$ cat src/hdl/pcd_pkg.sv
`timescale 1ns / 1ps
// Package for the probabilistic contact detector: widths, register indexes,
// pipeline depth, configuration struct and the normal CDF knot table.
// No dependencies.
package pcd_pkg;

  // Interpolated CDF table size (power of two, 64..4096)
  localparam int CDF_ENTRIES = 1024;
  localparam int CDF_EB      = $clog2(CDF_ENTRIES);
  localparam int IDX_W       = CDF_EB + 1;          // table index 0..CDF_ENTRIES
  localparam int SUB_W       = 15 - CDF_EB;         // bits of s below the table index
  localparam int RSH         = CDF_EB - 6;          // index bits inside one knot segment
  localparam int HALF_E      = CDF_ENTRIES / 2;

  localparam logic [15:0] S_SUB_MASK = 16'((1 << SUB_W) - 1);
  localparam logic [IDX_W-1:0] SEG_MASK = IDX_W'((1 << RSH) - 1);

  // Clamp limit of the standardized value, Q4.12
  localparam int Z_LIMIT = 16384;

  // Register stages from input to output register
  localparam int NST = 8;
  // Stages held inside one CDF lookup unit
  localparam int CDF_ST = 5;

  // Configuration register indexes
  localparam logic [2:0] REG_STANCE_EARLY = 3'd0;
  localparam logic [2:0] REG_STANCE_LATE  = 3'd1;
  localparam logic [2:0] REG_SWING_EARLY  = 3'd2;
  localparam logic [2:0] REG_SWING_LATE   = 3'd3;
  localparam logic [2:0] REG_FORCE_MEAN   = 3'd4;
  localparam logic [2:0] REG_FORCE_INV_SD = 3'd5;
  localparam logic [2:0] REG_FUSION_GAIN  = 3'd6;
  localparam logic [2:0] REG_THRESHOLD    = 3'd7;

  typedef struct packed {
    logic [15:0]        stance_early_inv_sd;
    logic [15:0]        stance_late_inv_sd;
    logic [15:0]        swing_early_inv_sd;
    logic [15:0]        swing_late_inv_sd;
    logic signed [15:0] force_mean;
    logic [15:0]        force_inv_sd;
    logic [15:0]        fusion_gain;
    logic [15:0]        contact_threshold;
  } pcd_cfg_t;

  // round(65536 * Phi(z)), z = 0, 0.125, ..., 4.0
  localparam logic [15:0] CDF_HALF [33] = '{
    16'd32768, 16'd36028, 16'd39237, 16'd42347, 16'd45316, 16'd48104, 16'd50684,
    16'd53033, 16'd55138, 16'd56997, 16'd58612, 16'd59994, 16'd61158, 16'd62123,
    16'd62911, 16'd63544, 16'd64045, 16'd64435, 16'd64735, 16'd64961, 16'd65129,
    16'd65252, 16'd65341, 16'd65404, 16'd65448, 16'd65478, 16'd65498, 16'd65512,
    16'd65521, 16'd65527, 16'd65530, 16'd65533, 16'd65534
  };

  // Knot k covers z = -4 + k/8; indexes above 64 saturate
  function automatic logic [15:0] knot_f(input logic [6:0] k);
    logic [6:0] kk;
    logic [5:0] j;
    kk = (k > 7'd64) ? 7'd64 : k;
    if (kk >= 7'd32) begin
      j = 6'(kk - 7'd32);
      knot_f = CDF_HALF[j];
    end else begin
      j = 6'(7'd32 - kk);
      knot_f = 16'(17'd65536 - {1'b0, CDF_HALF[j]});
    end
  endfunction

endpackage

$ cat src/hdl/pcd_zcalc.sv
`timescale 1ns / 1ps
// First pipeline stage: standardized phase and force values, clamped and
// offset into table coordinates. Depends on pcd_pkg.
module pcd_zcalc (
  input  logic                  clk,
  input  logic                  en,
  input  pcd_pkg::pcd_cfg_t     cfg,
  input  logic                  in_stance,
  input  logic [16:0]           phase,
  input  logic signed [15:0]    vertical_force,
  output logic [15:0]           s_phase_r,
  output logic [15:0]           s_force_r,
  output logic                  neg_nxt
);

  logic               early;
  logic [15:0]        inv_sd;
  logic signed [17:0] d_ph;
  logic signed [34:0] p_ph;
  logic signed [22:0] z_ph;
  logic signed [16:0] d_fc;
  logic signed [33:0] p_fc;
  logic signed [29:0] z_fc;
  logic [15:0]        s_phase_nxt;
  logic [15:0]        s_force_nxt;

  // Clamp to +-4.0 and shift into 0..32768
  function automatic logic [15:0] to_s(input logic signed [29:0] z);
    logic signed [29:0] zc;
    if (z > 30'sd16384)       zc = 30'sd16384;
    else if (z < -30'sd16384) zc = -30'sd16384;
    else                      zc = z;
    to_s = 16'(zc + 30'sd16384);
  endfunction

  always_comb begin
    early = (phase <= 17'd32768);
    if (in_stance) begin
      inv_sd = early ? cfg.stance_early_inv_sd : cfg.stance_late_inv_sd;
    end else begin
      inv_sd = early ? cfg.swing_early_inv_sd : cfg.swing_late_inv_sd;
    end
    d_ph = early ? signed'({1'b0, phase}) : signed'({1'b0, phase}) - 18'sd65536;
    p_ph = 35'(d_ph) * signed'({19'd0, inv_sd});
    z_ph = 23'((p_ph + 35'sd2048) >>> 12);
    d_fc = 17'(vertical_force) - 17'(cfg.force_mean);
    p_fc = 34'(d_fc) * signed'({18'd0, cfg.force_inv_sd});
    z_fc = 30'((p_fc + 34'sd8) >>> 4);
    s_phase_nxt = to_s(30'(z_ph));
    s_force_nxt = to_s(z_fc);
    // late stance and early swing use the CDF complement
    neg_nxt = (in_stance != early);
  end

  always_ff @(posedge clk) begin
    if (en) begin
      s_phase_r <= s_phase_nxt;
      s_force_r <= s_force_nxt;
    end
  end

endmodule

$ cat config.mk
export PLATFORM = sky130hd
export DESIGN_NAME = pcd_zcalc
export DESIGN_NICKNAME = d
export VERILOG_FILES = /design/src/hdl/pcd_pkg.sv /design/src/hdl/pcd_zcalc.sv
export SDC_FILE = /design/constraint.sdc
export NUM_CORES = 2
export LEC_CHECK = 0
export ABC_AREA = 0
export BUFFER_PORTS_ARGS = -buffer_cell sky130_fd_sc_hd__buf_2
export CAP_MARGIN = 20
export CORE_ASPECT_RATIO = 2
export CORE_MARGIN = 1
export CORE_UTILIZATION = 50
export DETAILED_ROUTE_END_ITERATION = 8
export PLACE_DENSITY = 0.68
export REMOVE_ABC_BUFFERS = 1
export SETUP_SLACK_MARGIN = 0.4
export SLEW_MARGIN = 20
export SYNTH_ARGS = -nofsm -noshare
export SYNTH_HDL_FRONTEND = slang
export SYNTH_SLANG_ARGS = --single-unit
export TNS_END_PERCENT = 100
$ cat constraint.sdc
create_clock -name clk -period 13.2 [get_ports clk]
set_input_delay 1.32 -clock clk [delete_from_list [all_inputs] [get_ports clk]]
set_output_delay 1.32 -clock clk [all_outputs]
set_load 0.02 [all_outputs]
==> qor.txt <==
Status - complete, no violations
Worst Hold Class - input pin to flop
# fillers - 4,717
Fin nets - 3,887
M1 WL - 20,700 um
Multi-input combinational cell area - 21,400 um2
WP buf/inv - 7
Initial antenna violation count - 1
FMAX - 87.7 MHz
EDFF count, synth - 32
Vias in the first global route - 22,800
Yosys Warn Count - 0
# rows - 117
Max layer used - met5
Detailed placer's ending HPWL - 58,200 um
Top_reg_cell synth - edfxtp_1
CTS tree - built
CTS Root Cell - clkbuf_16
Dpl cell area - 26,900 um2
Port buffer count - 164
CP Capture Type - flop
Clk slew on worst S/H paths - 0.06 ns
Yosys top cell by area - fa_1
Clock Path Buffers - 2
Final Hold Viols - 0
Most frequent cell after synthesis - inv_1
Mapped Avg Cell Area - 8.84 um2
TritonCTS Sinks - 32
Vias per cell - 5.55
Netlist cell types - 73
Register area share after synthesis - 3.75%
Setup_tns - 0 ns
Slowest stage delay, CP - 0.74 ns
Total core area - 50,800 um2
Met2 WL - 39,700 um
Unrepaired setup endpoints after global routing - false
Routed wire length - 67,700 um
Crit path DAT - 11.51 ns
Mapped Cells - 2,898
Max Slew Vio Count - 0
Ys async rst share - 0%
Post-Route Utilization - 53.3%
Full die area - 52,200 um2
# diodes - 0
CTS Buf Count - 5
H-Tree Depth - 2
Synth top area share - 44.2%
Period minus WS final - 11.40 ns
DR WL met3 - 2610 um
Detailed-route DRC error count - 0
Initial core utilization - 50.5%
Die height - 322 um
Share of layout cells above drive strength 1 - 8.22%
Worst EP required - 13.31 ns
Seq. cell area - 961 um2
Max Cap Violations - 0
CP delay by family, top - compound AO/OA/AOI/OAI gates
Rel. slew slack - 29.4%
Dominant cells by area after synthesis - fa_1 44%, inv_1 11%, ha_1 9.9%, and2_1 6.1%, nand2_1 4.0%
Final Instance Area - 27,100 um2
Syn Std Cell Area - 25,600 um2
Drt pass-1 iters - 6
Hold WS - 1.66 ns
Initial detailed-routing violation count - 994
CP Max Fanout - 33
Crit path top cell by count - fa_1
CP Class - input pin to flop
Critical path launch point type - input pin
Avg WL per Cell - 18.7 um
Endpoints failing setup - 0
Overflow after GRT - 0
CTS resizes - 0
Total vias in the final route - 20,000
First-pass GRT wire length - 112,000 um
Tcrit/Tclk final - 86.4%
Largest net degree at the start of global routing - 54
Hold-fix buffers, CTS - 0
Area grow syn2layout - 5.69%
Commonest cells in the synthesized netlist - 752 x inv_1, 566 x fa_1, 271 x nand2_1
Setup Fix Bufs, Post-CTS - 0
CP max stage cell - o311a_1
Total GRT Usage - 27.5%
Gpl congestion - 0.919
Slew at the pin closest to its max-slew limit - 1.06 ns
Final ANT Viol Nets - 0
#FFs+latches synth - 32
Die width - 162 um
# IOs - 197
[logic make-up (layout without fill, tap and decap cells)]
family                   after synthesis  count (layout)  share of synthesized area, %
AO/OA/AOI/OAI                        303             303                          8.04
XOR/XNOR                              81              81                          2.77
adder cells (fa/ha/maj)              774             774                          54.3
buffers and inverters                887             945                          13.0
flip-flops                            32              32                          3.75
multiplexers                          24              24                          1.72
AND/OR/NAND/NOR                      797             797                          16.4
[final timing paths]
kind | cells past startpoint | to | startpoint | slack [ns]
setup / recovery | 35 | s_force_r[13] | cfg[49] | 1.80
hold / removal | 1 | s_force_r[0] | en | 1.66
[area by class of cell]
class                      instances  area share, %
tap                              654           3.02
clock inverter                     3         0.0878
sequential                        32           3.55
timing repair buffer             184           3.58
inverter                         753           10.4
multi-input combinational       1979           78.9
clock buffer                       5          0.462
[through the flow]
stage / cells / setup WS, ns
6_report: 3610 / 1.80
5_1_grt: 3610 / 1.23
4_1_cts: 3610 / 1.85
3_5_place_dp: 3602 / 1.56
3_3_place_gp: 3602 / 1.64
2_1_floorplan: 2764 / 1.75
[flip-flops by register name, indices dropped and copies added, names as in the netlist]
signal	count
s_force_r	16
s_phase_r	16
[placed cells by master, fill, tap and decap left out, types with 5 or more instances in the layout]
master	synthesis	routed
nor2_1	49	48
o311a_1	10	10
ha_1	202	202
a211o_1	6	6
or3_1	5	5
o21ai_1	10	10
o21ai_0	43	43
or2_2	5	5
xnor2_1	57	56
o21a_1	14	14
inv_1	752	752
buf_4	1	20
o311ai_0	11	10
a31o_2	18	18
a21boi_0	10	10
and2_1	251	251
nor2b_1	32	32
nand3_1	33	33
a21oi_1	67	66
fa_1	566	566
buf_2	7	164
a211oi_1	8	8
a31oi_1	28	28
nand2b_1	24	24
nand4_1	39	39
nand2_1	271	271
nor4_1	6	6
mux4_2	16	16
nor3b_1	19	19
maj3_1	6	6
nor3_1	12	12
xor2_1	24	23
edfxtp_1	32	32
a21o_1	31	31
clkbuf_16	0	5
o21bai_1	9	9
and3_1	35	35
mux2i_1	7	7
[routing by layer]
layer,GRT usage (%),vias up
li1,-,8941
met3,1.86,256
met2,56.9,667
met5,0,-
met1,25.0,10200
met4,17.0,2
Power is not shown: default switching activity piles up to over one toggle a cycle in this logic, so the estimate is an artifact.
