`src/hdl/pcd_fuse.sv`:
```
`timescale 1ns / 1ps
// Last two stages: gait prediction, fixed-gain fusion, clamp and threshold
// compare into the output register. Depends on pcd_pkg.
module pcd_fuse (
  input  logic        clk,
  input  logic [1:0]  en,
  input  logic        neg,
  input  logic [15:0] cdf_phase,
  input  logic [15:0] cdf_force,
  input  logic [15:0] gain,
  input  logic [15:0] threshold,
  output logic [15:0] pred_r,
  output logic [15:0] meas_r,
  output logic [15:0] fused_r,
  output logic        contact_r
);

  logic [15:0]        pred_nxt;
  logic signed [16:0] diff;
  logic [15:0]        pred_m_r, meas_m_r;
  logic signed [33:0] prod_m_r;
  logic signed [17:0] adj;
  logic signed [18:0] sum;
  logic [15:0]        fused_nxt;

  always_comb begin
    pred_nxt = neg ? 16'(17'd65536 - {1'b0, cdf_phase}) : cdf_phase;
    diff     = signed'({1'b0, cdf_force}) - signed'({1'b0, pred_nxt});
  end

  always_ff @(posedge clk) begin
    if (en[0]) begin
      pred_m_r <= pred_nxt;
      meas_m_r <= cdf_force;
      prod_m_r <= signed'({18'd0, gain}) * 34'(diff);
    end
  end

  always_comb begin
    adj = 18'((prod_m_r + 34'sd32768) >>> 16);
    sum = signed'({3'd0, pred_m_r}) + 19'(adj);
    if (sum < 19'sd0)          fused_nxt = 16'd0;
    else if (sum > 19'sd65535) fused_nxt = 16'hFFFF;
    else                       fused_nxt = 16'(sum);
  end

  always_ff @(posedge clk) begin
    if (en[1]) begin
      pred_r    <= pred_m_r;
      meas_r    <= meas_m_r;
      fused_r   <= fused_nxt;
      contact_r <= (fused_nxt > threshold);
    end
  end

endmodule
```
`config.mk`:
```
export PLATFORM = sky130hd
export DESIGN_NAME = pcd_fuse
export DESIGN_NICKNAME = d
export VERILOG_FILES = /design/src/hdl/pcd_fuse.sv
export SDC_FILE = /design/constraint.sdc
export NUM_CORES = 1
export LEC_CHECK = 0
export BUFFER_PORTS_ARGS = -buffer_cell sky130_fd_sc_hd__buf_2
export CAP_MARGIN = 10
export CORE_ASPECT_RATIO = 1.5
export CORE_MARGIN = 8
export CORE_UTILIZATION = 48
export CTS_CLUSTER_SIZE = 30
export DETAILED_ROUTE_END_ITERATION = 8
export PLACE_DENSITY = 0.78
export RECOVER_POWER = 50
export REMOVE_ABC_BUFFERS = 1
export SLEW_MARGIN = 20
export SYNTH_ARGS = -nofsm -noshare
export SYNTH_HDL_FRONTEND = slang
export SYNTH_SLANG_ARGS = --single-unit
```
`constraint.sdc`:
```
create_clock -name clk -period 17.3 [get_ports clk]
set_input_delay 2.595 -clock clk [delete_from_list [all_inputs] [get_ports clk]]
set_output_delay 2.595 -clock clk [all_outputs]
set_load 0.02 [all_outputs]
```
==> flow_metrics.env, run 1 <==
export IMPL_yosysWarnings=0
export IMPL_async_flop_share_pct=0
export IMPL_dp_hpwl_um=29300
export IMPL_gp_congestion=0.886
export IMPL_synthFlopType="edfxtp_1"
export IMPL_setup_ws_ps=5200
export IMPL_maxSlewHeadroom_pct=-85.6
export IMPL_status="finished, violations left"
export IMPL_port_buffers=116
export IMPL_arrival_ps=12300
export IMPL_max_cap_viol_count=2
export IMPL_synth_area_mm2=0.0149
export IMPL_grt_max_degree=52
export IMPL_cts_buffer_depth=2
export IMPL_layout_commonest_cell="inv_1"
export IMPL_hold_buffers=0
export IMPL_skew_ps=18.8
export IMPL_vias=11000
export IMPL_fmax_mhz=82.7
export IMPL_first_global_vias=12100
export IMPL_grt_util_all_layers_pct=19.5
export IMPL_drt_iter0_markers=501
export IMPL_seq_area_mm2=0.00300
export IMPL_final_cell_mix="322 x inv_1, 210 x fa_1, 181 x nand2_1"
export IMPL_clock_latency_ps=350
export IMPL_start_util_pct=48.4
export IMPL_slowest_delay_ps=580
export IMPL_worstHoldStart="meas_m_r[9]"
export IMPL_remaining_drc_errors=0
export IMPL_fin_setup_tns_ps=0
export IMPL_wl_um=35500
export IMPL_wl_per_cell_um=17.4
export IMPL_grt_pass1_wl_um=59000
export IMPL_cts_buffers_inserted=9
export IMPL_rr_worst_depth=26
export IMPL_worstPathRequired_ps=17500
export IMPL_reg2reg_to="contact_r"
export IMPL_clkSlewWorstSetupHoldPaths_ps=60
export IMPL_slew_viol_final=102
export IMPL_crit_end="prod_m_r[26]"
export IMPL_critPathMaxFanout=17
export IMPL_drive_gt1_share_pct=9.62
export IMPL_worst_setup_path_type="in -> reg"
export IMPL_fin_crit_sh_pct=69.9
export IMPL_io_pin_count=117
export IMPL_die_area_mm2=0.0370
export IMPL_cts_tree="yes"
export IMPL_ctsHtreeMaxLevel=3
export IMPL_coreArea_mm2=0.0307
export IMPL_cpMostUsedCell="fa_1"
export IMPL_synth_area_per_cell_um2=9.72
export IMPL_rows=79
export IMPL_antenna_left=0
export IMPL_cp_end_kind="flop"
export IMPL_synth_seq_cells=100
export IMPL_rsz0062_at_grt="no"
export IMPL_synth_edf_count=100
export IMPL_violations="capacitance limit, slew limit"
export IMPL_n_fill_cell=2723
export IMPL_num_nets_final=2072
export IMPL_drt_vias_per_instance=5.42
export IMPL_startpoint_type="input port"
export IMPL_final_area_mm2=0.0162
export IMPL_diodes=0
export IMPL_die_h_um=232
export IMPL_final_core_util_pct=52.6
export IMPL_synth_cell_types=74
export IMPL_clock_sinks=100
export IMPL_place_area_mm2=0.0159
export IMPL_holdCritPathClass="reg -> reg"
export IMPL_cts_resized=0
export IMPL_critical_path_startpoint="cdf_phase[0]"
export IMPL_tightest_slew_ps=2780
export IMPL_cts_root_buffer="clkbuf_16"
export IMPL_min_period_ps=12100
export IMPL_post_place_ws_ps=5040
export IMPL_seq_area_frac_synth_pct=20.2
export IMPL_multiInputGateArea_mm2=0.0105
export IMPL_gr_total_overflow=0
export IMPL_setup_viol=0
export IMPL_syn_instance_count=1530
export IMPL_final_hold_viol_count=0
export IMPL_reg2reg_setup_slack_ps=11450
export IMPL_postCtsSetupRepairBufs=0
export IMPL_dr_pass1_iters=5
export IMPL_die_x_um=160
export IMPL_critPathSlowestCell="a221o_1"
export IMPL_r2r_start="prod_m_r[18]"
export IMPL_antenna_found_initial=0
export IMPL_area_growth_pct=8.77
[critical path: cells and delay by family]
kind	cells	cell delay, ps
compound gates	11	3570
fa+ha+maj	10	4420
simple gates	5	960
xor+xnor	1	200
buf+inv	6	570
[how the worst min path moves through the flow]
stage                  to  slack [ps]  cells after the start
5_1_grt        meas_r[13]         440                      0
6_report        meas_r[9]         430                      0
3_3_place_gp    meas_r[3]         400                      0
4_1_cts        meas_r[11]         430                      0
2_1_floorplan   meas_r[0]         400                      0
3_5_place_dp    meas_r[6]         410                      0
[Yosys cell counts (all sizes together) (3+ instances only)]
cell type    n  share of area, %
edfxtp     100                20
o21ai       26              0.90
or3          5              0.21
a221o        3              0.20
xor2        24               1.4
fa         210                28
a221oi       5              0.29
o211ai       4              0.20
a21boi       5              0.25
a21o        19              0.96
nand4       10              0.42
a211o        4              0.24
inv        323               8.2
ha         166                14
a311oi       3              0.18
o31ai        7              0.35
or2         12              0.50
maj3         6              0.42
buf          4              0.17
a2111o       3              0.23
nand2      181               4.6
a311o        5              0.34
and2        80               3.4
nor2        39              0.98
nand2b       7              0.29
a31oi        5              0.21
nand3       16              0.54
nor3        11              0.37
o21bai       5              0.25
nor2b       42               1.8
a211oi       6              0.34
a21oi       28              0.94
nor4         3              0.17
o31a         3              0.18
and3        13              0.55
xnor2       53               3.3
clkbuf      36              0.91
nor3b        4              0.20
o21a        23               1.2
[cell type report]
cell class	count	area share, %
clock inverters	5	0.387
flip-flops and latches	100	18.6
inverters	323	7.50
multi-input cells	1067	65.1
clock buffers	10	1.42
repair buffers	127	3.93
well taps	405	3.13
[per-layer routing]
metal,GRT usage [%],part of all wire [%],wire (µm)
met1,20.8,36,12900
met2,37.4,54,19200
met3,2.43,5.2,1850
met4,9.52,4.4,1570
met5,0,0,0
[cell families after synthesis]
kind of cell             count (synthesis)  share of synthesized area [%]
AO/OA/AOI/OAI                          171                           8.32
XOR/XNOR                                77                           4.71
adder cells (fa/ha/maj)                382                           42.7
buffers and inverters                  363                           9.23
flip-flops                             100                           20.2
multiplexers                             3                          0.210
AND/OR/NAND/NOR                        434                           14.7
[flip-flops by register name, indices dropped and copies added, names as in the netlist]
signal / count
prod_m_r: 19
fused_r: 16
meas_m_r: 16
meas_r: 16
pred_m_r: 16
pred_r: 16
contact_r: 1
[through the flow]
step | hold WS, ps | instances
floorplan | 400 | 1490
global placement | 401 | 2022
detailed placement | 405 | 2022
CTS | 427 | 2037
global route | 436 | 2037
finish | 426 | 2037
Power of run 1 is not shown: default switching activity piles up to over one toggle a cycle in this logic, so the estimate is an artifact.
==> inputs of run 2 (changes only) <==
Settings changed: ABC_AREA from default to 1, PLACE_DENSITY 0.78 to 0.8.
Clock period 17.3 ns to 10.28 ns, I/O delays scaled along.
==> run 2 against run 1 <==
Net effect:
- the flow still finishes with violations (capacitance limit, slew limit)
- cell area increased by 5.8%
- critical path depth grew 1
- utilization is essentially flat
- critical endpoint is now prod_m_r[30]
- largest cell class unchanged
==> flow_metrics.env, run 2 <==
export IMPL_topRoutingLayerUsed="met4"
export IMPL_dr_pass1_iters=5
export IMPL_seq_area_mm2=0.00300
export IMPL_met3_length_um=2490
export IMPL_slew_viol_final=102
export IMPL_antenna_left=0
export IMPL_dp_hpwl_um=38100
export IMPL_syn_instance_count=1864
export IMPL_largest_register_ff_count=19
export IMPL_die_h_um=238
export IMPL_maxSlewHeadroom_pct=-83.5
export IMPL_clock_latency_ps=350
export IMPL_async_flop_share_pct=0
export IMPL_arrival_ps=9630
export IMPL_gr_total_overflow=0
export IMPL_area_growth_pct=8.07
export IMPL_rows=81
export IMPL_coreArea_mm2=0.0325
export IMPL_cts_buffers_inserted=9
export IMPL_min_period_ps=9540
export IMPL_seq_area_frac_synth_pct=19.0
export IMPL_remaining_drc_errors=0
export IMPL_worstPathRequired_ps=10380
export IMPL_netlist_area_leader_share_pct=26.5
export IMPL_fin_setup_tns_ps=0
export IMPL_rr_worst_depth=26
export IMPL_max_cap_viol_count=2
export IMPL_port_buffers=116
export IMPL_violations="capacitance limit, slew limit"
export IMPL_n_fill_cell=2989
export IMPL_synth_area_per_cell_um2=8.50
export IMPL_wl_um=45100
export IMPL_vias=13000
export IMPL_ctsHtreeMaxLevel=3
export IMPL_final_hold_viol_count=0
export IMPL_critPathMaxFanout=12
export IMPL_antenna_found_initial=3
export IMPL_hold_depth=0
export IMPL_fin_crit_sh_pct=92.8
export IMPL_wl_per_cell_um=18.9
export IMPL_tightest_slew_ps=2750
export IMPL_io_pin_count=117
export IMPL_grt_pass1_wl_um=71100
export IMPL_synth_common_cells="415 x inv_1, 281 x nand2_1, 210 x fa_1"
export IMPL_yosysWarnings=0
export IMPL_status="finished, violations left"
export IMPL_grt_util_all_layers_pct=23.1
export IMPL_cts_buffer_depth=2
export IMPL_multiInputGateArea_mm2=0.0110
export IMPL_num_nets_final=2410
export IMPL_rsz0062_at_grt="no"
export IMPL_wl_met1_um=16300
export IMPL_slowest_delay_ps=560
export IMPL_fmax_mhz=105
export IMPL_synth_area_mm2=0.0158
export IMPL_layout_commonest_cell="inv_1"
export IMPL_cts_tree="yes"
export IMPL_gp_congestion=1.02
export IMPL_die_area_mm2=0.0392
export IMPL_cts_resized=0
export IMPL_hold_buffers=0
export IMPL_first_global_vias=13900
export IMPL_cts_root_buffer="clkbuf_16"
export IMPL_drt_iter0_markers=890
export IMPL_final_cell_mix="416 x inv_1, 281 x nand2_1, 210 x fa_1"
export IMPL_regMostFlops="prod_m_r"
export IMPL_drt_vias_per_instance=5.46
export IMPL_wl_met2_um=23800
export IMPL_yosysTopAreaCell="fa_1"
export IMPL_startpoint_type="input port"
export IMPL_clkSlewWorstSetupHoldPaths_ps=70
export IMPL_drive_gt1_share_pct=12.5
export IMPL_synth_seq_cells=100
export IMPL_holdCritPathClass="reg -> reg"
export IMPL_grt_max_degree=52
export IMPL_start_util_pct=48.7
export IMPL_die_x_um=164
export IMPL_synth_cell_types=53
export IMPL_skew_ps=15.9
export IMPL_critPathSlowestCell="nand3b_1"
export IMPL_worst_setup_path_type="in -> reg"
export IMPL_synth_top_cells_by_area="fa_1 27%, edfxtp_1 19%, ha_1 13%"
export IMPL_setup_viol=0
export IMPL_cp_end_kind="flop"
export IMPL_postCtsSetupRepairBufs=0
export IMPL_yosysMostFrequentCell="inv_1"
export IMPL_synthFlopType="edfxtp_1"
export IMPL_synth_edf_count=100
export IMPL_clock_sinks=100
[run 2: cell count changes in the layout (fill, tap and decap cells not counted), sizes merged, moves of 10 or more]
cell and delta:
a21oi +43, o21a -18, o21ai +31, nand4 +10, xor2 +13, nor2 +154
and2 -78, xnor2 -34, nand2 +130, nor2b -42, nand3 +120, and3 -12
a21o -15, inv +115
[run 2: path summary, 6_finish.rpt]
kind           startpoint            to  slack (ps)
min reg2reg  meas_m_r[10]    meas_r[10]         420
max          cdf_phase[0]  prod_m_r[30]         740
min          meas_m_r[10]    meas_r[10]         420
max reg2reg  prod_m_r[15]     contact_r        5080
[run 2: metal layers]
metal,vias up,global-route usage (%)
li1,5999,-
met1,6340,25.8
met2,557,42.9
met3,143,1.64
met4,0,12.4
met5,-,0
[run 2: through the flow]
stage	instances	utilization (%)	setup slack (ps)	hold WS (ps)	area, µm²
final	2389	52.6	742	420	17100
after CTS	2386	52.7	921	421	17100
after global routing	2389	52.6	251	425	17100
after detailed placement	2370	51.8	547	405	16800
after floorplan	1828	-	1680	400	15700
after global placement	2370	51.8	707	402	16800
[run 2: logic make-up (layout without fill, tap and decap cells)]
family	Yosys count	count (layout)	share of synthesized area, %
adder cells (fa/ha/maj)	376	376	39.7
AO/OA/AOI/OAI	155	155	5.47
XOR/XNOR	56	56	3.38
AND/OR/NAND/NOR	702	702	21.0
other	0	3	0
buffers and inverters	475	582	11.6
flip-flops	100	100	19.0
[run 2: final cells by class]
| type | count | share of cell area [%] |
|---|---|---|
| Clock buffer | 9 | 1.32 |
| Clock inverter | 7 | 0.395 |
| Timing Repair Buffer | 127 | 3.74 |
| Inverter | 439 | 9.63 |
| Antenna cell | 3 | 0.0439 |
| Sequential cell | 100 | 17.5 |
| Multi-Input combinational cell | 1289 | 64.3 |
| Tap cell | 415 | 3.03 |
[run 2: critical path, delay by kind of cell]
family | cells | cell delay (ps)
fa+ha+maj | 9 | 4090
simple gates | 12 | 2050
compound gates | 4 | 910
buf+inv | 7 | 690
xor+xnor | 2 | 340
Power of run 2 is left out for the same reason.
