<file path="src/hdl/pcd_pkg.sv">
`timescale 1ns / 1ps
// Package for the probabilistic contact detector: widths, register indexes,
// pipeline depth, configuration struct and the normal CDF knot table.
// No dependencies.
package pcd_pkg;

  // Interpolated CDF table size (power of two, 64..4096)
  localparam int CDF_ENTRIES = 1024;
  localparam int CDF_EB      = $clog2(CDF_ENTRIES);
  localparam int IDX_W       = CDF_EB + 1;          // table index 0..CDF_ENTRIES
  localparam int SUB_W       = 15 - CDF_EB;         // bits of s below the table index
  localparam int RSH         = CDF_EB - 6;          // index bits inside one knot segment
  localparam int HALF_E      = CDF_ENTRIES / 2;

  localparam logic [15:0] S_SUB_MASK = 16'((1 << SUB_W) - 1);
  localparam logic [IDX_W-1:0] SEG_MASK = IDX_W'((1 << RSH) - 1);

  // Clamp limit of the standardized value, Q4.12
  localparam int Z_LIMIT = 16384;

  // Register stages from input to output register
  localparam int NST = 8;
  // Stages held inside one CDF lookup unit
  localparam int CDF_ST = 5;

  // Configuration register indexes
  localparam logic [2:0] REG_STANCE_EARLY = 3'd0;
  localparam logic [2:0] REG_STANCE_LATE  = 3'd1;
  localparam logic [2:0] REG_SWING_EARLY  = 3'd2;
  localparam logic [2:0] REG_SWING_LATE   = 3'd3;
  localparam logic [2:0] REG_FORCE_MEAN   = 3'd4;
  localparam logic [2:0] REG_FORCE_INV_SD = 3'd5;
  localparam logic [2:0] REG_FUSION_GAIN  = 3'd6;
  localparam logic [2:0] REG_THRESHOLD    = 3'd7;

  typedef struct packed {
    logic [15:0]        stance_early_inv_sd;
    logic [15:0]        stance_late_inv_sd;
    logic [15:0]        swing_early_inv_sd;
    logic [15:0]        swing_late_inv_sd;
    logic signed [15:0] force_mean;
    logic [15:0]        force_inv_sd;
    logic [15:0]        fusion_gain;
    logic [15:0]        contact_threshold;
  } pcd_cfg_t;

  // round(65536 * Phi(z)), z = 0, 0.125, ..., 4.0
  localparam logic [15:0] CDF_HALF [33] = '{
    16'd32768, 16'd36028, 16'd39237, 16'd42347, 16'd45316, 16'd48104, 16'd50684,
    16'd53033, 16'd55138, 16'd56997, 16'd58612, 16'd59994, 16'd61158, 16'd62123,
    16'd62911, 16'd63544, 16'd64045, 16'd64435, 16'd64735, 16'd64961, 16'd65129,
    16'd65252, 16'd65341, 16'd65404, 16'd65448, 16'd65478, 16'd65498, 16'd65512,
    16'd65521, 16'd65527, 16'd65530, 16'd65533, 16'd65534
  };

  // Knot k covers z = -4 + k/8; indexes above 64 saturate
  function automatic logic [15:0] knot_f(input logic [6:0] k);
    logic [6:0] kk;
    logic [5:0] j;
    kk = (k > 7'd64) ? 7'd64 : k;
    if (kk >= 7'd32) begin
      j = 6'(kk - 7'd32);
      knot_f = CDF_HALF[j];
    end else begin
      j = 6'(7'd32 - kk);
      knot_f = 16'(17'd65536 - {1'b0, CDF_HALF[j]});
    end
  endfunction

endpackage

</file>
<file path="src/hdl/pcd_cdf.sv">
`timescale 1ns / 1ps
// Five-stage normal CDF lookup: knot fetch, table-entry interpolation,
// final interpolation between adjacent entries. Depends on pcd_pkg.
module pcd_cdf (
  input  logic                       clk,
  input  logic [pcd_pkg::CDF_ST-1:0] en,
  input  logic [15:0]                s,
  output logic [15:0]                cdf_r
);

  localparam int EB = pcd_pkg::CDF_EB;
  localparam int IW = pcd_pkg::IDX_W;

  // stage A: table index, fraction, knot fetch
  logic [IW-1:0] idx0, idx1;
  logic [6:0]    a0, a1;
  logic [14:0]   f_nxt;
  logic [15:0]   k00, k01, k10, k11;
  logic [EB-1:0] b0_nxt, b1_nxt;
  logic [15:0]   lo0_a_r, lo1_a_r, d0_a_r, d1_a_r;
  logic [EB-1:0] b0_a_r, b1_a_r;
  logic [14:0]   f_a_r;

  always_comb begin
    idx0   = IW'(s >> pcd_pkg::SUB_W);
    idx1   = idx0 + IW'(1);
    f_nxt  = 15'((s & pcd_pkg::S_SUB_MASK) << EB);
    a0     = 7'(idx0 >> pcd_pkg::RSH);
    a1     = 7'(idx1 >> pcd_pkg::RSH);
    b0_nxt = EB'((idx0 & pcd_pkg::SEG_MASK) << 6);
    b1_nxt = EB'((idx1 & pcd_pkg::SEG_MASK) << 6);
    k00    = pcd_pkg::knot_f(a0);
    k01    = pcd_pkg::knot_f(7'(a0 + 7'd1));
    k10    = pcd_pkg::knot_f(a1);
    k11    = pcd_pkg::knot_f(7'(a1 + 7'd1));
  end

  always_ff @(posedge clk) begin
    if (en[0]) begin
      lo0_a_r <= k00;
      lo1_a_r <= k10;
      d0_a_r  <= k01 - k00;
      d1_a_r  <= k11 - k10;
      b0_a_r  <= b0_nxt;
      b1_a_r  <= b1_nxt;
      f_a_r   <= f_nxt;
    end
  end

  // stage B: slope times segment offset
  logic [15:0]    lo0_b_r, lo1_b_r;
  logic [EB+15:0] p0_b_r, p1_b_r;
  logic [14:0]    f_b_r;

  always_ff @(posedge clk) begin
    if (en[1]) begin
      lo0_b_r <= lo0_a_r;
      lo1_b_r <= lo1_a_r;
      p0_b_r  <= (EB+16)'(d0_a_r) * (EB+16)'(b0_a_r);
      p1_b_r  <= (EB+16)'(d1_a_r) * (EB+16)'(b1_a_r);
      f_b_r   <= f_a_r;
    end
  end

  // stage C: rounded table entries and their difference
  logic [15:0] r0_nxt, r1_nxt;
  logic [15:0] r0_c_r, dr_c_r;
  logic [14:0] f_c_r;

  always_comb begin
    r0_nxt = lo0_b_r + 16'((p0_b_r + (EB+16)'(pcd_pkg::HALF_E)) >> EB);
    r1_nxt = lo1_b_r + 16'((p1_b_r + (EB+16)'(pcd_pkg::HALF_E)) >> EB);
  end

  always_ff @(posedge clk) begin
    if (en[2]) begin
      r0_c_r <= r0_nxt;
      dr_c_r <= r1_nxt - r0_nxt;
      f_c_r  <= f_b_r;
    end
  end

  // stage D: entry slope times fraction
  logic [15:0] r0_d_r;
  logic [30:0] q_d_r;

  always_ff @(posedge clk) begin
    if (en[3]) begin
      r0_d_r <= r0_c_r;
      q_d_r  <= 31'(dr_c_r) * 31'(f_c_r);
    end
  end

  // stage E: rounded result
  always_ff @(posedge clk) begin
    if (en[4]) begin
      cdf_r <= r0_d_r + 16'((q_d_r + 31'd16384) >> 15);
    end
  end

endmodule

</file>
<file path="config.mk">
export PLATFORM = sky130hd
export DESIGN_NAME = pcd_cdf
export DESIGN_NICKNAME = d
export VERILOG_FILES = /design/src/hdl/pcd_pkg.sv /design/src/hdl/pcd_cdf.sv
export SDC_FILE = /design/constraint.sdc
export NUM_CORES = 1
export LEC_CHECK = 0
export ABC_AREA = 1
export BUFFER_PORTS_ARGS = -buffer_cell sky130_fd_sc_hd__clkbuf_2
export CAP_MARGIN = 15
export CORE_MARGIN = 5
export CORE_UTILIZATION = 50
export CTS_CLUSTER_SIZE = 10
export DETAILED_ROUTE_END_ITERATION = 6
export PLACE_DENSITY = 0.71
export REMOVE_ABC_BUFFERS = 1
export SKIP_LAST_GASP = 1
export SYNTH_ARGS = -nofsm -noshare
export SYNTH_HDL_FRONTEND = slang
export SYNTH_SLANG_ARGS = --single-unit
</file>
<file path="constraint.sdc">
create_clock -name clk -period 7.95 [get_ports clk]
set_clock_uncertainty 0.2 [all_clocks]
set_input_delay 0.3975 -clock clk [delete_from_list [all_inputs] [get_ports clk]]
set_output_delay 0.3975 -clock clk [all_outputs]
set_load 0.01 [all_outputs]
</file>
==> summary.txt, run 1 <==
Worst setup path
  • Crit path largest cell delay: 520 ps
  • Most used cell, CP: nand2_1
  • Largest delay share family, worst path: simple AND/OR/NAND/NOR gates
  • WS Path Type: in2reg
  • Crit. End Element: flop
  • Reg-to-Reg Start: f_c_r[14]$_DFFE_PP_
  • Critical path peak fanout: 17
  • Critical-path top delay cell: dlygate4sd3_1
  • Worst Setup SP: s[6]
  • Critical Path Start Type: input pin
  • Req. time, crit path: approximately 8100 ps
  • Worst path buffer plus inverter count: 11
  • WP data arrival: 7400 ps

Pwr
  • Maximum VDD drop: between 0.2 and 0.3 mV
  • Leakage: 0.0128 µW
  • Pwr dens: 416 nW/µm²

Synth
  • Async set-reset flop share out of synthesis: 0
  • Synthesized area per cell: between 7 and 8 µm²
  • Seq/Total Area, Yosys: 0.288
  • Synth Flop Type: edfxtp_1
  • Post-synthesis cell count: 3,107
  • YS warnings: 0
  • Synth cell types: between 60 and 70
  • Post-synth EDFFs: 234
  • #FFs+latches synth: 234
  • Synthesized cell area: approximately 24,000 µm²

Flow run
  • Max Cap Violations: 0

Clock network
  • Clock-pin slew on the worst setup and hold paths: 50 ps
  • TritonCTS Buffers: 29
  • Clk Latency, worst-skew pair: about 550 ps
  • Max Root-Sink Buffers: 3
  • CTS H-tree depth: 1
  • Root Driver: clkbuf_16
  • Clock sink total: 234
  • CTS tree: yes

Floorplanning
  • Area of the die: 53,300 µm²
  • DIE WIDTH: 231 µm
  • # rows: 81
  • IO Pins: 38
  • Die H: 231 µm
  • Core area: 48,500 µm²
  • Starting Density: 0.502

Final layout
  • Share of layout cells above drive strength 1: 0.0818
  • Layout net count: ~3,500
  • Final core utilization: 0.540
  • Syn-to-layout area delta: 7.53%

Min path
  • Hold WC Path Type: in2reg
  • Min-delay src: s[7]

Detailed routing
  • Via count: 21,000
  • DRT Pass-1 Iters: 7
  • Drt via density: 5.56
  • Post-route ant nets: 0
  • WL final: 64,200 µm
  • DRC: 0
  • Wire per inst: 17.0 µm
  • DRT iter0 DRCs: 1,699

STA
  • RSZ-0062 raised after global routing: false
  • Hold slack final: 42.9 ps
  • Slew Limit Fails: 0
  • Headroom to the max-slew limit: 0.272
  • Final hold viol count: 0
  • Slew @ Worst Pin: 1060 ps
  • Max Clk Rate: 137 MHz
  • Crit share post-route: 0.918
  • Setup_tns: 0 ps
  • # setup viols final: 0
  • Min Tclk post-route: 7300 ps

GRT
  • Initial antenna violation count: 1
  • First-pass GRT wire length: approximately 100,000 µm
  • Largest net degree at the start of global routing: between 70 and 80
  • Global Route Usage Sum: 0.236
  • Number of global-route vias before repair: slightly above 20,000
  • Total grt overflow: 0

Place
  • Hpwl dp: 51,800 µm
  • I/O Buffers: 37
  • RD Place Congestion: 0.975

Outcome
  • Status: complete, no violations
[area by class of cell]
cell class              instances  area, µm²
flip-flops and latches        234       7030
repair buffers                 86        573
fillers                      4485      22300
inverters                     514       1930
well taps                     622        778
clock inverters                 6        111
diodes                          1       2.50
clock buffers                  33        741
multi-input cells            2281      15100
[state kept, by name, summed over array words and instances, names as in the netlist, 5 cells and up]
register,cells
d1_a_r,16
lo0_b_r,16
d0_a_r,16
lo1_b_r,16
dr_c_r,16
f_a_r,5
p0_b_r,17
r0_c_r,16
q_d_r,17
p1_b_r,17
f_c_r,5
r0_d_r,16
lo0_a_r,16
cdf_r,16
f_b_r,5
lo1_a_r,16
[cells in the mapped netlist, types with 8 or more instances]
master	instances	area share
clkbuf_1	49	0.0075
nand3b_1	12	0.0037
nand3_2	9	0.0037
inv_1	479	0.074
nor2_1	198	0.030
xor2_1	143	0.051
ha_1	193	0.099
edfxtp_1	234	0.29
fa_1	116	0.095
nand4_1	30	0.0077
inv_2	32	0.0049
nor2_2	26	0.0067
buf_2	14	0.0029
nor2_4	12	0.0055
a211oi_1	9	0.0028
nand3_1	198	0.041
nor3_1	19	0.0039
o21ai_0	158	0.032
nand2_4	9	0.0042
nand2_1	726	0.11
xnor2_1	42	0.015
o211ai_1	28	0.0086
o21ai_1	8	0.0016
a31oi_1	15	0.0038
nand2_2	31	0.0080
a32oi_1	12	0.0043
a21oi_1	192	0.039
[layer usage]
layer	wire [µm]	vias to the layer above	track usage	share of wire
met5	0	-	0	0
met2	31300	722	0.415	0.49
met3	3350	166	0.0194	0.052
li1	-	10300	-	-
met1	26800	9844	0.305	0.42
met4	2660	0	0.0877	0.041
[final timing paths]
kind                                to  slack (ps)  depth (start not counted)
hold reg to reg   lo1_b_r[5]$_DFFE_PP_         210                          0
hold / removal     b0_a_r[8]$_DFFE_PP_          40                          1
setup / recovery  d1_a_r[15]$_DFFE_PP_         650                         50
setup reg to reg   q_d_r[27]$_DFFE_PP_        2460                         24
[power breakdown]
part	total, µW	switching [µW]	internal, µW
clock network	1210	460	746
registers	2650	314	2340
logic	7060	4220	2840
[worst register-to-register path: stages, from the launching register on]
cell and delay [ps]:
edfxtp_1 700, nand2_1 170, fa_1 530, fa_1 520
fa_1 540, inv_1 50, ha_1 330, a21oi_1 190
o21ai_0 160, a21o_1 210, nand2_1 80, nand2_1 80
nand3_1 80, nand2_1 80, a21oi_1 210, inv_1 70
a21oi_1 230, o21ai_0 170, nand2_1 90, nand2_1 90
nand3_1 80, nand2_1 100, nand2_1 70, nand2_1 60
xor2_1 150
[kinds of logic after synthesis]
kind of cell / after synthesis / synth area share
buffers and inverters: 592 / 0.0956
XOR/XNOR: 189 / 0.0701
adder cells (fa/ha/maj): 309 / 0.194
AO/OA/AOI/OAI: 489 / 0.117
flip-flops: 234 / 0.288
AND/OR/NAND/NOR: 1294 / 0.235
[through the flow]
stage,area [µm²],power (µW),instances,worst slack [ps]
2_1_floorplan,24000,8040,3029,1310
3_3_place_gp,25200,9450,3725,563
3_5_place_dp,25200,9700,3725,361
4_1_cts,26100,11000,3771,363
5_1_grt,26200,12100,3777,76.7
6_report,26200,10900,3777,653
[cell usage in the layout, fill, tap and decap left out, drive strengths merged, types with 20 or more instances in the layout]
master and n:
nand2 766, inv 513, nor2 238, edfxtp 234, nand3 210, a21oi 194, ha 193, o21ai 171
xor2 147, fa 116, clkbuf 68, buf 44, xnor2 42, nand4 30, o211ai 28, nor3 20
[timing repair]
action / 4_1_cts / 5_1_grt
setup endpoints to repair: 0 / 2
setup buffers: 0 / 5
gates resized for setup: 0 / 8
hold buffers: 7 / 0
endpoints found under the hold margin: 7 / 0
No activity file was read; power rests on OpenSTA's default activity.
==> run 2, diff against run 1 <==
--- a/config.mk
+++ b/config.mk
@@ -5,7 +5,6 @@
 export SDC_FILE = /design/constraint.sdc
 export NUM_CORES = 1
 export LEC_CHECK = 0
-export ABC_AREA = 1
 export BUFFER_PORTS_ARGS = -buffer_cell sky130_fd_sc_hd__clkbuf_2
 export CAP_MARGIN = 15
 export CORE_MARGIN = 5
==> summary.txt, run 2 <==
Detailed routing
  • Drt via density: 6.10 (was 5.56)
  • DRT iter0 DRCs: 2,136 (was 1,699)
  • DRT Pass-1 Iters: 7 (unchanged)
  • Wire per inst: 19.8 µm (was 17.0 µm)
  • Post-route ant nets: 0 (unchanged)
  • Via count: 22,800 (was 21,000)
  • DRC: 14 (was 0)
  • WL final: 74,100 µm (was 64,200 µm)

Clock network
  • Clk Latency, worst-skew pair: 560 ps (was 550 ps)
  • CTS H-tree depth: 1 (unchanged)
  • Post-CTS Setup Bufs: 0 (unchanged)
  • Max Root-Sink Buffers: 3 (unchanged)
  • Clock-pin slew on the worst setup and hold paths: 60 ps (was 50 ps)
  • CTS tree: yes (unchanged)
  • Root Driver: clkbuf_16 (unchanged)
  • Clock sink total: 234 (unchanged)
  • TritonCTS Buffers: 28 (was 29)

Floorplanning
  • DIE WIDTH: 235 µm (was 231 µm)
  • IO Pins: 38 (unchanged)
  • Area of the die: 55,100 µm² (was 53,300 µm²)
  • # rows: 82 (was 81)
  • Die H: 235 µm (was 231 µm)
  • Starting Density: 0.504 (was 0.502)
  • Core area: 50,100 µm² (was 48,500 µm²)

Pwr
  • Sw frac: 0.448 (was 0.457)
  • Maximum VDD drop: 0.232 mV (was 0.288 mV)
  • Pwr dens: 381 nW/µm² (was 416 nW/µm²)
  • Clk pwr share: 0.104 (was 0.110)
  • Switch Pwr: 4760 µW (was 4990 µW)
  • Total power: 10,600 µW (was 10,900 µW)
  • Comb power frac: 0.657 (was 0.647)
  • Leakage: 0.0117 µW (was 0.0128 µW)
  • Sequential power share: 0.239 (was 0.243)
  • Pint: 5870 µW (was 5920 µW)

GRT
  • Initial antenna violation count: 2 (was 1)
  • Number of global-route vias before repair: 22,200 (was 20,400)
  • First-pass GRT wire length: 118,000 µm (was 104,000 µm)
  • Largest net degree at the start of global routing: 72 (was 78)
  • Total grt overflow: 0 (unchanged)
  • Global-route met2 utilization: 0.426 (was 0.415)
  • Met3 global-route usage: 0.0426 (was 0.0194)
  • Met1 usage: 0.348 (was 0.305)
  • Global Route Usage Sum: 0.259 (was 0.236)
  • Layer with the highest usage: met2 (unchanged)

Synth
  • Most numerous cell in the Yosys netlist: nand2_1 (unchanged)
  • Post-synth top area share: 0.278 (was 0.288)
  • Synth cell types: 103 (was 66)
  • Cell taking the most area after synthesis: edfxtp_1 (unchanged)
  • Post-synthesis cell count: 2,944 (was 3,107)
  • Top area cells in the synthesized netlist: edfxtp_1 28%, ha_1 9.6%, fa_1 9.2%, nand2_1 5.5%, xnor2_1 4.3% (was edfxtp_1 29%, nand2_1 11%, ha_1 9.9%, fa_1 9.5%, inv_1 7.4%)
  • Async set-reset flop share out of synthesis: 0 (unchanged)
  • YS warnings: 0 (unchanged)
  • Post-synth EDFFs: 234 (unchanged)
  • #FFs+latches synth: 234 (unchanged)
  • Synthesized area per cell: 8.57 µm² (was 7.85 µm²)
  • Synth Flop Type: edfxtp_1 (unchanged)
  • Synthesized cell area: 25,200 µm² (was 24,400 µm²)
  • Post-synth top cells: 370 x nand2_1, 241 x nor2_1, 234 x edfxtp_1 (was 726 x nand2_1, 479 x inv_1, 234 x edfxtp_1)
  • Seq/Total Area, Yosys: 0.278 (was 0.288)

Final layout
  • Largest regs: p0_b_r (17), p1_b_r (17), q_d_r (17) (unchanged)
  • Syn-to-layout area delta: 10.5% (was 7.53%)
  • Layout net count: 3,388 (was 3,477)
  • Final core utilization: 0.557 (was 0.540)
  • Commonest cells after routing, fill and taps aside: 370 x nand2_1, 241 x nor2_1, 234 x edfxtp_1 (was 726 x nand2_1, 479 x inv_1, 234 x edfxtp_1)
  • Share of layout cells above drive strength 1: 0.101 (was 0.0818)
  • Most common cell after layout, fill and taps aside: nand2_1 (unchanged)

STA
  • Headroom to the max-slew limit: 0.329 (was 0.272)
  • Slew @ Worst Pin: 1010 ps (was 1060 ps)
  • Setup_tns: 0 ps (unchanged)
  • Final hold viol count: 0 (unchanged)
  • # setup viols final: 0 (unchanged)
  • Min Tclk post-route: 7510 ps (was 7300 ps)
  • RSZ-0062 raised after global routing: false (unchanged)
  • Slew Limit Fails: 0 (unchanged)
  • Max Clk Rate: 133 MHz (was 137 MHz)
  • Crit share post-route: 0.944 (was 0.918)

Worst setup path
  • Req. time, crit path: 8040 ps (was 8050 ps)
  • WS Path Type: in2reg (unchanged)
  • WP data arrival: 7590 ps (was 7400 ps)
  • Crit. End Element: flop (unchanged)
  • Largest delay share family, worst path: compound AO/OA/AOI/OAI gates (was simple AND/OR/NAND/NOR gates)
  • Critical Path Start Type: input pin (unchanged)
  • Critical path peak fanout: 6 (was 17)
  • Worst path buffer plus inverter count: 3 (was 11)
  • Critical-path top delay cell: a221o_1 (was dlygate4sd3_1)
  • Crit path largest cell delay: 340 ps (was 520 ps)

Place
  • RD Place Congestion: 1.00 (was 0.975)
  • I/O Buffers: 37 (unchanged)
  • Hpwl dp: 58,300 µm (was 51,800 µm)

Flow run
  • Max Cap Violations: 0 (unchanged)

Outcome
  • Status: finished with violations (was complete, no violations)
  • Failing checks: DRC

Min path
  • Hold WC Path Type: in2reg (unchanged)
-- run 2: cell count changes in the layout (fill, tap and decap cells not counted), moves of 28 or more --
cell | before | now
nand2_1 | 726 | 370
and2_1 | 3 | 91
xor2_1 | 143 | 64
xnor2_1 | 42 | 124
nor3_1 | 19 | 76
inv_1 | 479 | 219
nand3_1 | 198 | 98
a211oi_1 | 9 | 37
buf_4 | 43 | 177
nor2_1 | 198 | 241
-- run 2: per-layer routing --
| metal | vias up | part of all wire | wire (µm) |
|---|---|---|---|
| met5 | - | 0 | 0 |
| met2 | 991 | 0.46 | 34400 |
| met1 | 10900 | 0.42 | 31300 |
| met4 | 0 | 0.037 | 2730 |
| li1 | 10800 | - | - |
| met3 | 171 | 0.077 | 5680 |
-- run 2: area by class of cell --
cell class	instances	area (µm²)
multi-input combinational	2343	16800
tap	672	841
inverter	227	852
timing repair buffer	223	1600
clock buffer	32	716
sequential	234	7030
antenna	2	5.00
fill	4499	22200
clock inverter	5	50.0
-- run 2: cell families after synthesis --
| family | share of synthesized area |
|---|---|
| AOI/OAI and AO/OA | 0.209 |
| xor gates and xnor gates | 0.0702 |
| adders and majority gates | 0.188 |
| buffers and inverters | 0.0563 |
| DFF | 0.278 |
| muxes | 0.00917 |
| and+or+nand+nor | 0.188 |
-- run 2: path summary, 6_finish.rpt --
kind                  startpoint                   end  slack, ps  cells after the start
min reg2reg  f_b_r[10]$_DFFE_PP_   f_c_r[10]$_DFFE_PP_        210                      0
max reg2reg  p0_b_r[9]$_DFFE_PP_  dr_c_r[15]$_DFFE_PP_       1980                     22
max                         s[5]  d1_a_r[14]$_DFFE_PP_        440                     35
min                         s[7]   b0_a_r[8]$_DFFE_PP_         70                      2
-- run 2: repair_timing --
item	4_1_cts	5_1_grt
resized for setup	0	4
hold endpoints to repair	14	0
setup endpoints to repair	0	1
hold buffers	8	0
-- run 2: stage by stage --
| step | hold WS (ps) | area [µm²] | setup WS [ps] | instances |
|---|---|---|---|---|
| after floorplan | 200 | 24700 | -729 | 2804 |
| after global placement | 201 | 27000 | 73.1 | 3689 |
| after detailed placement | 205 | 27000 | -117 | 3690 |
| after CTS | 11.3 | 27900 | 389 | 3735 |
| after global routing | 30.7 | 27900 | 34.6 | 3737 |
| final | 69.7 | 27900 | 442 | 3738 |
-- run 2: power groups by stage --
stage                     clock (µW)  sequential [µW]  combinational (µW)
after floorplan                    0             2490                5190
after global placement             0             2550                6610
after detailed placement           0             2560                6930
after CTS                       1130             2540                6990
after global routing            1180             2580                7890
final                           1110             2530                6980
==> run 3, diff against run 2 <==
==> constraint.sdc (replaced) <==
create_clock -name clk -period 7.2 [get_ports clk]
set_clock_uncertainty 0.2 [all_clocks]
set_input_delay 0.36 -clock clk [delete_from_list [all_inputs] [get_ports clk]]
set_output_delay 0.36 -clock clk [all_outputs]
set_load 0.01 [all_outputs]
==> summary.txt, run 3 (synthesis results as in run 2) <==
Final layout
  • Register area: 7030 µm² (unchanged)
  • Post-Layout Cell Count: 3,847 (was 3,738)
  • Largest regs: p0_b_r (17), p1_b_r (17), q_d_r (17) (unchanged)
  • Share of layout cells above drive strength 1: 0.137 (was 0.101)
  • Layout net count: 3,498 (was 3,388)
  • Commonest cells after routing, fill and taps aside: 369 x nand2_1, 288 x buf_4, 240 x nor2_1 (was 370 x nand2_1, 241 x nor2_1, 234 x edfxtp_1)
  • Multi-input gate area: 16,900 µm² (was 16,800 µm²)
  • Syn-to-layout area delta: 14.4% (was 10.5%)
  • Most common cell after layout, fill and taps aside: nand2_1 (unchanged)
  • Filler cells: 4,458 (was 4,499)

GRT
  • Global Route Usage Sum: 0.255 (was 0.259)
  • Initial antenna violation count: 2 (unchanged)
  • First-pass GRT wire length: 119,000 µm (was 118,000 µm)
  • Largest net degree at the start of global routing: 72 (unchanged)
  • Number of global-route vias before repair: 22,800 (was 22,200)
  • Total grt overflow: 0 (unchanged)

Detailed routing
  • WL final: 72,900 µm (was 74,100 µm)
  • DRC: 0 (was 14)
  • Via count: 23,200 (was 22,800)
  • DRT iter0 DRCs: 2,407 (was 2,136)
  • DRT Pass-1 Iters: 7 (unchanged)
  • Post-route ant nets: 0 (unchanged)
  • Drt via density: 6.03 (was 6.10)
  • Wire per inst: 19.0 µm (was 19.8 µm)

Min path
  • Hold Path End: b1_a_r[7]$_DFFE_PP_ (was b0_a_r[8]$_DFFE_PP_)
  • Cells on Worst Hold Path: 2 (unchanged)
  • Min-delay src: s[6] (was s[7])
  • Hold WC Path Type: in2reg (unchanged)

Place
  • RD Place Congestion: 0.998 (was 1.00)
  • I/O Buffers: 37 (unchanged)
  • Hpwl dp: 57,800 µm (was 58,300 µm)
  • DP Cell Count: 3,800 (was 3,690)

STA
  • Slew Limit Fails: 0 (unchanged)
  • Final hold viol count: 0 (unchanged)
  • # setup viols final: 0 (unchanged)
  • Headroom to the max-slew limit: 0.368 (was 0.329)
  • Crit share post-route: 0.955
  • RSZ-0062 raised after global routing: true (was false)
  • Min Tclk post-route: 6880 ps
  • Slew @ Worst Pin: 936 ps (was 1010 ps)
  • Max Clk Rate: 145 MHz

Pwr
  • Maximum VDD drop: 0.254 mV (was 0.232 mV)
  • Comb power frac: 0.653 (was 0.657)
  • Clk pwr share: 0.111 (was 0.104)
  • Leakage: 0.0123 µW (was 0.0117 µW)
  • Pint: 6670 µW (was 5870 µW)
  • Sw frac: 0.440 (was 0.448)
  • Switch Pwr: 5230 µW (was 4760 µW)
  • Total power: 11,900 µW (was 10,600 µW)
  • Sequential power share: 0.236 (was 0.239)
  • Pwr dens: 412 nW/µm² (was 381 nW/µm²)

Floorplanning
  • Starting Density: 0.504 (unchanged)
  • Core area: 50,100 µm² (unchanged)
  • Die H: 235 µm (unchanged)
  • Area of the die: 55,100 µm² (unchanged)
  • # rows: 82 (unchanged)
  • DIE WIDTH: 235 µm (unchanged)
  • IO Pins: 38 (unchanged)

Clock network
  • Max Root-Sink Buffers: 3 (unchanged)
  • CTS tree: yes (unchanged)
  • Clock sink total: 234 (unchanged)
  • Root Driver: clkbuf_16 (unchanged)
  • TritonCTS Buffers: 28 (unchanged)
  • Clk Latency, worst-skew pair: 560 ps (about the same)
  • Clock-pin slew on the worst setup and hold paths: 60 ps (about the same)
  • CTS H-tree depth: 1 (unchanged)

Worst setup path
  • Worst Setup SP: s[6] (was s[5])
  • WP data arrival: 6970 ps (was 7590 ps)
  • FF-to-FF setup slack: 1440 ps (was 1980 ps)
  • Critical path peak fanout: 8 (was 6)
  • Cell depth of the worst flop-to-flop path: 23 (was 22)
  • WS Path Type: in2reg (unchanged)
  • Reg-to-Reg Start: p0_b_r[9]$_DFFE_PP_ (unchanged)
  • Most used cell, CP: a21boi_1
  • Critical-path top delay cell: or3_4 (was a221o_1)
  • Critical Path Start Type: input pin (unchanged)
  • Reg-to-Reg End: dr_c_r[15]$_DFFE_PP_ (unchanged)
  • Crit path largest cell delay: 370 ps (was 340 ps)
  • Crit. End Element: flop (unchanged)
  • Req. time, crit path: 7290 ps (was 8040 ps)

Flow run
  • Max Cap Violations: 0 (unchanged)

Outcome
  • Status: complete, no violations (was finished with violations)
[run 3: final cells by class]
class                           instances  area share
Sequential cell                       234       0.243
Clock inverter                          4     0.00416
Inverter                              227      0.0295
Antenna cell                            2    0.000173
Tap cell                              672      0.0291
Multi-Input combinational cell       2343       0.584
Clock buffer                           32      0.0248
Timing Repair Buffer                  333      0.0846
[run 3: critical path, delay by kind of cell]
| kind | cells | cell delay (ps) |
|---|---|---|
| AOI/OAI and AO/OA | 18 | 3570 |
| xor gates and xnor gates | 1 | 200 |
| muxes | 1 | 320 |
| buffers and inverters | 2 | 260 |
| and+or+nand+nor | 7 | 1300 |
| adders and majority gates | 4 | 940 |
[run 3: through the flow]
step	TNS (ps)	setup WS, ps	utilization	hold slack [ps]	cell area (µm²)
final	0	321	0.577	31.9	28900
after global routing	-23.3	-23.3	0.577	26.5	28900
after CTS	0	18.2	0.575	6.38	28800
after detailed placement	-1930	-707	0.557	205	27900
after global placement	-944	-442	0.557	201	27900
after floorplan	-8060	-1440	-	200	24700
[run 3: how the worst max path moves through the flow]
stage / endpoint / slack, ps
6_report: d1_a_r[14]$_DFFE_PP_ / 320
5_1_grt: d1_a_r[14]$_DFFE_PP_ / -20
4_1_cts: d1_a_r[14]$_DFFE_PP_ / 20
3_5_place_dp: d1_a_r[14]$_DFFE_PP_ / -710
3_3_place_gp: d1_a_r[14]$_DFFE_PP_ / -440
2_1_floorplan: d1_a_r[14]$_DFFE_PP_ / -1440
[run 3: power by group through the flow]
stage | Combinational, µW | Clock, µW | Sequential [µW]
floorplan | 5730 | 0 | 2750
global placement | 7310 | 0 | 2810
detailed placement | 7660 | 0 | 2830
CTS | 7770 | 1350 | 2810
global route | 8780 | 1400 | 2870
finish | 7770 | 1320 | 2810
[run 3: what timing repair did]
item,4_1_cts,5_1_grt
buffers inserted,0,1
setup endpoints to repair,1,6
pin swaps,0,4
endpoints found under the hold margin,20,0
hold buffers,8,0
resized for setup,4,24
[run 3: per-layer routing]
layer  share of wire  wire [µm]  GRT usage
met5               0          0          0
met2            0.47      34500      0.428
met1            0.41      30200      0.336
met3           0.071       5190     0.0358
met4           0.042       3040     0.0972
